`src/rtl/mef_pkg.sv`:
```
// Shared types and constants of the majority element finder.
package mef_pkg;

	localparam int unsigned DATA_W = 32;

	// One finished result as it leaves the sequencer.
	typedef struct packed {
		logic              overflow;
		logic              found;
		logic [DATA_W-1:0] value;
	} result_t;

	// Phase of the sequencer, seen by the top level.
	typedef struct packed {
		logic loading;
		logic scanning;
		logic finishing;
	} status_t;

endpackage

```
`src/rtl/mef_seq.sv`:
```
// Sequencer: vote while loading, then a counting pass with one shared comparator.
module mef_seq
	import mef_pkg::*;
#(
	parameter int unsigned MAX_ITEMS = 1024,
	parameter int unsigned AW        = 10,
	parameter int unsigned CW        = 11
) (
	input  logic              clk,
	input  logic              arst_n,
	input  logic              in_valid,
	output logic              in_ready,
	input  logic [DATA_W-1:0] in_value,
	input  logic              in_last,
	input  logic              slot_free,
	output logic              res_valid,
	output result_t           res,
	output status_t           status,
	output logic              mem_we,
	output logic [AW-1:0]     mem_waddr,
	output logic [DATA_W-1:0] mem_wdata,
	output logic              mem_re,
	output logic [AW-1:0]     mem_raddr,
	input  logic [DATA_W-1:0] mem_rdata
);

	typedef enum logic [1:0] {ST_LOAD, ST_SCAN, ST_FINISH} state_t;

	state_t            state_q;
	logic [CW-1:0]     cnt_q;
	logic [CW-1:0]     vote_q;
	logic [CW-1:0]     hits_q;
	logic [CW-1:0]     idx_q;
	logic [DATA_W-1:0] cand_q;
	logic              ovf_q;
	logic              pend_q;

	logic              accept;
	logic              has_room;
	logic [DATA_W-1:0] cmp_b;
	logic              match;
	logic              ok;

	// The one comparator: input value while loading, stored value while scanning.
	assign cmp_b = (state_q == ST_LOAD) ? in_value : mem_rdata;
	assign match = (cmp_b == cand_q);

	assign in_ready = (state_q == ST_LOAD);
	assign accept   = in_valid && in_ready;
	assign has_room = (cnt_q < CW'(MAX_ITEMS));

	// Store access.
	assign mem_we    = accept && has_room;
	assign mem_waddr = cnt_q[AW-1:0];
	assign mem_wdata = in_value;
	assign mem_re    = (state_q == ST_SCAN) && (idx_q < cnt_q);
	assign mem_raddr = idx_q[AW-1:0];

	// Majority when hits exceed half of the stored count.
	assign ok           = (hits_q > (cnt_q >> 1));
	assign res_valid    = (state_q == ST_FINISH) && slot_free;
	assign res.value    = ok ? cand_q : '0;
	assign res.found    = ok;
	assign res.overflow = ovf_q;

	assign status.loading   = (state_q == ST_LOAD);
	assign status.scanning  = (state_q == ST_SCAN);
	assign status.finishing = (state_q == ST_FINISH);

	// State and set registers.
	always_ff @(posedge clk or negedge arst_n) begin
		if (!arst_n) begin
			state_q <= ST_LOAD;
			cnt_q   <= '0;
			vote_q  <= '0;
			hits_q  <= '0;
			idx_q   <= '0;
			cand_q  <= '0;
			ovf_q   <= 1'b0;
			pend_q  <= 1'b0;
		end else begin
			case (state_q)
				ST_LOAD: begin
					if (accept) begin
						if (has_room) begin
							cnt_q <= cnt_q + 1'b1;
							if (vote_q == '0) begin
								cand_q <= in_value;
								vote_q <= CW'(1);
							end else if (match) begin
								vote_q <= vote_q + 1'b1;
							end else begin
								vote_q <= vote_q - 1'b1;
							end
						end else begin
							ovf_q <= 1'b1;
						end
						if (in_last) begin
							state_q <= ST_SCAN;
							idx_q   <= '0;
							hits_q  <= '0;
							pend_q  <= 1'b0;
						end
					end
				end
				ST_SCAN: begin
					pend_q <= mem_re;
					if (mem_re) begin
						idx_q <= idx_q + 1'b1;
					end
					if (pend_q && match) begin
						hits_q <= hits_q + 1'b1;
					end
					if (!mem_re && !pend_q) begin
						state_q <= ST_FINISH;
					end
				end
				ST_FINISH: begin
					if (slot_free) begin
						state_q <= ST_LOAD;
						cnt_q   <= '0;
						vote_q  <= '0;
						cand_q  <= '0;
						ovf_q   <= 1'b0;
					end
				end
				default: begin
					state_q <= ST_LOAD;
				end
			endcase
		end
	end

endmodule
```
`config.mk`:
```
export PLATFORM = sky130hd
export DESIGN_NAME = mef_seq
export DESIGN_NICKNAME = d
export VERILOG_FILES = /design/src/rtl/mef_pkg.sv /design/src/rtl/mef_seq.sv
export SDC_FILE = /design/constraint.sdc
export NUM_CORES = 1
export LEC_CHECK = 0
export BUFFER_PORTS_ARGS = -buffer_cell sky130_fd_sc_hd__buf_2
export CAP_MARGIN = 20
export CORE_ASPECT_RATIO = 0.5
export CORE_UTILIZATION = 45
export DETAILED_ROUTE_END_ITERATION = 12
export GPL_TIMING_DRIVEN = 0
export HOLD_SLACK_MARGIN = 0.03
export PLACE_DENSITY = 0.78
export SYNTH_ARGS = -nofsm -noshare
export SYNTH_HDL_FRONTEND = slang
export SYNTH_SLANG_ARGS = --single-unit
```
`constraint.sdc`:
```
create_clock -name clk -period 6.4 [get_ports clk]
set_clock_uncertainty 0.1 [all_clocks]
set_input_delay 0.64 -clock clk [delete_from_list [all_inputs] [get_ports clk]]
set_output_delay 0.64 -clock clk [all_outputs]
set_load 0.005 [all_outputs]
```
# ---- Word-level counts from Yosys, hierarchy flattened
# Index checks and enable logic that the tools add are counted.
dict set report totals {
  ff_bits 80
  output_inout_bits 93
  inputBits 69
  wordCells 81
}
dict set report classes {
  n_eq_ne 12
  add_sub_neg 5
  mux 34
  n_lt_le_gt_ge 3
  reduce_logical 19
}
# cell n
set op_table {}
lappend op_table {{$mux W32} 6}
lappend op_table {{$mux W11} 11}
lappend op_table {{$pmux W11 S2} 4}
lappend op_table {{$pmux W32 S2} 1}
lappend op_table {{$add A11 B1 Y11 const B} 4}
lappend op_table {{$eq A32 B32 Y1} 1}
lappend op_table {{$reduce_and A4 Y1} 5}
lappend op_table {{$ne A2 B1 Y1 const B} 7}
lappend op_table {{$gt A11 B10 Y1} 1}
lappend op_table {{$logic_not A11 Y1} 1}
lappend op_table {{$lt A11 B11 Y1} 1}
lappend op_table {{$lt A11 B11 Y1 const B} 1}
lappend op_table {{$sub A11 B1 Y11 const B} 1}
lappend op_table {{$mux W2} 4}
lappend op_table {{$logic_and A1 B1 Y1} 6}
lappend op_table {{$pmux W2 S3} 1}
lappend op_table {{$mux W1} 5}
lappend op_table {{$reduce_and A5 Y1} 1}
lappend op_table {{$ne A2 B2 Y1 const B} 2}
lappend op_table {{$pmux W1 S2} 2}
lappend op_table {{$reduce_bool A2 Y1} 2}
lappend op_table {{$reduce_and A3 Y1} 1}
lappend op_table {{$eq A2 B1 Y1 const B} 1}
lappend op_table {{$eq A2 B2 Y1 const B} 1}
lappend op_table {{2 further kinds} 3}

# ---- Longest topological paths before layout
dict set report depth {
  word_depth 8
  mapped_depth 17
  mapped_depth_nobuf 16
}

# ---- Least setup slack after synthesis
# Ideal clock, no wire load.
dict set report synth_path {
  kind {input-to-reg}
  startpoint {in in_value[2]}
  endpoint {reg vote_q[10]}
  t_required_ns 6.196
  setup_ns 0.104
  arrival_time_ns 4.335
  path_buffers 0
  slack_ns 1.862
  path_stages 15
  cell_sequence {or3b_2 a21oi_1 a2111oi_2 o2111ai_1 a2111oi_4 nand2_1 fa_1 a21o_1 a211oi_1 nor2_1 o41ai_1 o21ai_0 nand3_1 or3b_1 o311ai_1}
}
dict set report synth_via {
  elab_chain_len 7
}
# element line
set synth_lines {}
lappend synth_lines {{start, declared} mef_seq.sv:13} ;# input logic [DATA_W-1:0] in_value,
lappend synth_lines {{$mux W32} mef_seq.sv:45} ;# assign cmp_b = (state_q == ST_LOAD) ? in_value : mem_rdata;
lappend synth_lines {{$eq A32 B32 Y1} mef_seq.sv:46} ;# assign match = (cmp_b == cand_q);
lappend synth_lines {{$mux W11} mef_seq.sv:90} ;# end else if (match) begin
lappend synth_lines {{$mux W11} mef_seq.sv:87} ;# if (vote_q == '0) begin
lappend synth_lines {{$mux W11} mef_seq.sv:85} ;# if (has_room) begin
lappend synth_lines {{$mux W11} mef_seq.sv:84} ;# if (accept) begin
lappend synth_lines {{$pmux W11 S2} mef_seq.sv:82} ;# case (state_q)
lappend synth_lines {{end signal, assigned} mef_seq.sv:91} ;# vote_q <= vote_q + 1'b1;
lappend synth_lines {{end signal, assigned} mef_seq.sv:93} ;# vote_q <= vote_q - 1'b1;
lappend synth_lines {{end, declared} mef_seq.sv:31} ;# logic [CW-1:0] vote_q;
# Every way passes these cells. The select of a mux whose other input is x is not followed.
# A chain may end at the register's enable or synchronous reset.

# ---- Final worst setup path
dict set report layout_path {
  startpoint {reg state_q[0]}
  endpoint {reg vote_q[10]}
}
dict set report layout_via {
  elab_chain_len 8
  elab_cells_between_ends 15
  cone_classes {5 x eq/ne; 6 x mux; 4 x reduce/logical}
}
# element line
set layout_lines {}
lappend layout_lines {{start, declared} mef_seq.sv:29} ;# state_t state_q;
lappend layout_lines {{start signal, assigned} mef_seq.sv:73} ;# state_q <= ST_LOAD;
lappend layout_lines {{start signal, assigned} mef_seq.sv:99} ;# state_q <= ST_SCAN;
lappend layout_lines {{start signal, assigned} mef_seq.sv:115} ;# state_q <= ST_FINISH;
lappend layout_lines {{$logic_not A2 Y1} {mef_seq.sv:45, mef_seq.sv:48, mef_seq.sv:82}}
lappend layout_lines {{$mux W32} mef_seq.sv:45}
lappend layout_lines {{$eq A32 B32 Y1} mef_seq.sv:46}
lappend layout_lines {{$mux W11} mef_seq.sv:90}
lappend layout_lines {{$mux W11} mef_seq.sv:87}
lappend layout_lines {{$mux W11} mef_seq.sv:85}
lappend layout_lines {{$mux W11} mef_seq.sv:84}
lappend layout_lines {{$pmux W11 S2} mef_seq.sv:82}
# Several ways; a longest one is shown, not always the timed one. The select of a mux whose other input is x is not followed.

==> flow_summary.yaml <==
critical_path:
  worst_setup_path_start_kind: "flip-flop"
  rr_endpoint: "vote_q[10]$_DFFE_PN0P_"
  cpPeakStageDelay_ns: 0.60
  cp_cell_sequence: "or2_4, clkbuf_1, a2111oi_0, o2111ai_1, a2111oi_4, nand2_1, fa_1, a21o_1, a211oi_1, nor2_1, o41ai_1, o21ai_0, nand3_1, or3b_1, o311ai_1"
  arrival_ns: 5.58
  critPathKind: "reg2reg"
  ff2ff_path_depth: 15
  r2r-start: "state_q[0]$_DFFE_PN0P_"
  worst-r2r-setup-slack_ns: 0.96
  worstPathMaxFanout: 12
  critPathRequiredTime_ns: 6.54
  worst_setup_path_end_kind: "flip-flop"
  crit_path_top_delay_cell: "a2111oi_4"
floorplanning:
  coreArea_um2: 12800
  num_rows: 29
  die_y_um: 83.4
  io_pins: 162
  dieArea_um2: 13700
  dieWidth_um: 165
  initial_core_util: 0.466
synthesis:
  synth_edf_count: 0
  ys_types: 56
  synthArstFlopShare: 1.00
  synthesis.nets: 812
  syn_avg_cell_area_um2: 8.40
  syn_area_um2: 5960
  ys_seq_area_frac: 0.336
  ys.flop_type: "dfrtp_1"
  synth-seq-cells: 80
  synth_warnings: 0
  syn_inst: 709
clock_tree:
  cts.sink_count: 80
  cts.clk_slew.worst_paths_ns: 0.06
  insertion_delay_ns: 0.35
  post_cts_buffers: 0
  ctsHtreeMaxLevel: 3
  numCtsBuffers: 9
  root_buffer: "clkbuf_16"
  cts_buffer_depth: 2
  cts_tree: "done"
  cts_resized: 0
  ctsHoldBuffers: 0
sta:
  finalCriticalPeriod_ns: 5.44
  max_freq_ghz: 0.184
  final.period_utilization: 0.850
  slew_violations: 0
  max-slew-margin-rel: 0.361
  finalHoldViolations: 0
  tightest_slew_ns: 0.946
  hold_ws_ns: 0.124
  setup_viol: 0
  rsz0062_at_grt: "no"
  setup_tns_ns: 0
drt:
  finalWirelength_mm: 17.8
  dr.first_iter.drc_count: 399
  dr.pass1.iters: 5
  vias: 5899
  ant_nets: 0
  wl_per_cell_um: 16.8
  avgViaCountPerCell: 5.58
  drc: 0
finish:
  syn2layout_area_growth_pct: 22.6
  insertedDiodeCount: 0
  final_cells: 1058
  drive_above_1_share: 0.276
  nNetsFinal: 986
  design_area_um2: 7300
power:
  p_leak_nw: 3.65
  p_sw_frac: 0.442
  p_per_area_nw_per_um2: 415
  ir_worst_vdd_mv: 0.162
  p_switching_mw: 1.34
  p_clk_frac: 0.171
  seq_power_share: 0.318
  power_report.internal_total_mw: 1.69
  p_comb_frac: 0.510
grt:
  grt_overflow: 0
  grt_first_pass_wirelength_mm: 28.4
  first_global_vias: 5613
  grt_usage: 0.266
  grt_max_degree: 53
  antenna_found_initial: 0
status:
  status: "complete, no violations"
placement:
  gp_congestion: 0.937
  dp_hpwl_mm: 13.8
  port_buffers: 161
  placed_cell_area_um2: 7000
  dp.cells: 1041
job:
  max_cap_viol_count: 0
worst_hold_path:
  holdCritPathClass: "in2async"
-- placed cells by master (no fill, tap or decap), types with 7 or more instances in the layout --
master | synthesis | final
buf_2 | 1 | 161
nand2_1 | 107 | 107
dfrtp_1 | 80 | 80
a21oi_1 | 57 | 57
buf_4 | 55 | 56
inv_1 | 45 | 45
ha_1 | 33 | 33
xor2_1 | 31 | 31
o21ai_0 | 31 | 31
nor2_1 | 30 | 30
clkbuf_1 | 25 | 26
nand3_1 | 24 | 24
a22o_1 | 21 | 21
xnor2_1 | 18 | 18
o31ai_1 | 13 | 13
o211ai_1 | 10 | 10
or4_1 | 10 | 10
clkbuf_16 | 0 | 9
o22ai_1 | 8 | 8
nor4_1 | 8 | 8
nand2b_1 | 8 | 8
nand4_1 | 7 | 7
and3_1 | 7 | 7
-- state kept, by name (all words and copies together) (netlist names) --
register	count
pend_q	1
cand_q	32
idx_q	11
state_q	2
hits_q	11
vote_q	11
cnt_q	11
ovf_q	1
-- metrics by stage --
| step | power [mW] | worst slack (ns) | util |
|---|---|---|---|
| finish | 3.03 | 0.960 | 0.572 |
| global route | 3.27 | 0.477 | 0.572 |
| detailed placement | 2.48 | 1.00 | 0.548 |
| global placement | 2.41 | 1.19 | 0.546 |
| floorplan | 1.99 | 1.86 | - |
| CTS | 3.01 | 0.979 | 0.571 |
-- power by group through the flow --
stage | clock [mW] | combinational, mW | sequential, mW
after global routing | 0.540 | 1.74 | 0.995
after detailed placement | 0 | 1.52 | 0.960
after global placement | 0 | 1.46 | 0.951
final | 0.519 | 1.55 | 0.964
after CTS | 0.520 | 1.53 | 0.954
after floorplan | 0 | 1.10 | 0.882
-- kinds of logic (layout without fill, tap and decap cells) --
logic type      after synthesis  count (layout)  share of synthesized area
xor+xnor                     49              49                     0.0721
simple gates                221             221                      0.175
buf+inv                     129             308                      0.117
compound gates              190             190                      0.217
flops                        80              80                      0.336
mux                           6               6                     0.0101
fa+ha+maj                    34              34                     0.0727
-- routing by layer --
layer	track usage	up-vias	share of wire	wire (um)
li1	-	2807	-	-
met1	0.349	2815	0.43	7640
met4	0.0767	0	0.023	417
met5	0	-	0	0
met3	0.0609	35	0.083	1470
met2	0.437	242	0.46	8240
-- cell usage after synthesis (7+ instances only) --
cell,n,area share
a21oi_1,57,0.048
a22o_1,21,0.031
and3_1,7,0.0074
buf_4,55,0.069
clkbuf_1,25,0.016
dfrtp_1,80,0.34
ha_1,33,0.069
inv_1,45,0.028
nand2_1,107,0.067
nand2b_1,8,0.0084
nand3_1,24,0.020
nand4_1,7,0.0074
nor2_1,30,0.019
nor4_1,8,0.0084
o211ai_1,10,0.013
o21ai_0,31,0.026
o22ai_1,8,0.0084
o31ai_1,13,0.016
or4_1,10,0.013
xnor2_1,18,0.026
xor2_1,31,0.046
-- worst max-delay path, delay by kind of cell, from the launching register on --
family	cells	cell delay [ns]
adder cells (fa/ha/maj)	1	0.55
AND/OR/NAND/NOR	5	1.39
AO/OA/AOI/OAI	8	2.60
buffers and inverters	1	0.29
flip-flops	1	0.40
-- final cells by class --
type                       instances  area (um^2)
sequential                        80         2000
fill                            1159         5470
inverter                          47          181
buffer                            82          515
tap                              170          213
clock buffer                      10          229
multi-input combinational        500         3260
timing repair buffer             163          843
clock inverter                     6         60.1
-- worst max path at each step --
| stage | slack, ns | cells after the start | end | startpoint |
|---|---|---|---|---|
| after floorplan | 1.86 | 15 | vote_q[10]$_DFFE_PN0P_ | in_value[2] |
| after global placement | 1.19 | 16 | vote_q[10]$_DFFE_PN0P_ | in_value[2] |
| after detailed placement | 1.0 | 15 | vote_q[10]$_DFFE_PN0P_ | state_q[0]$_DFFE_PN0P_ |
| after CTS | 0.98 | 15 | vote_q[10]$_DFFE_PN0P_ | state_q[0]$_DFFE_PN0P_ |
| after global routing | 0.48 | 15 | vote_q[10]$_DFFE_PN0P_ | state_q[0]$_DFFE_PN0P_ |
| final | 0.96 | 15 | vote_q[10]$_DFFE_PN0P_ | state_q[0]$_DFFE_PN0P_ |
Note: power is estimated with default switching activity, not from simulation.
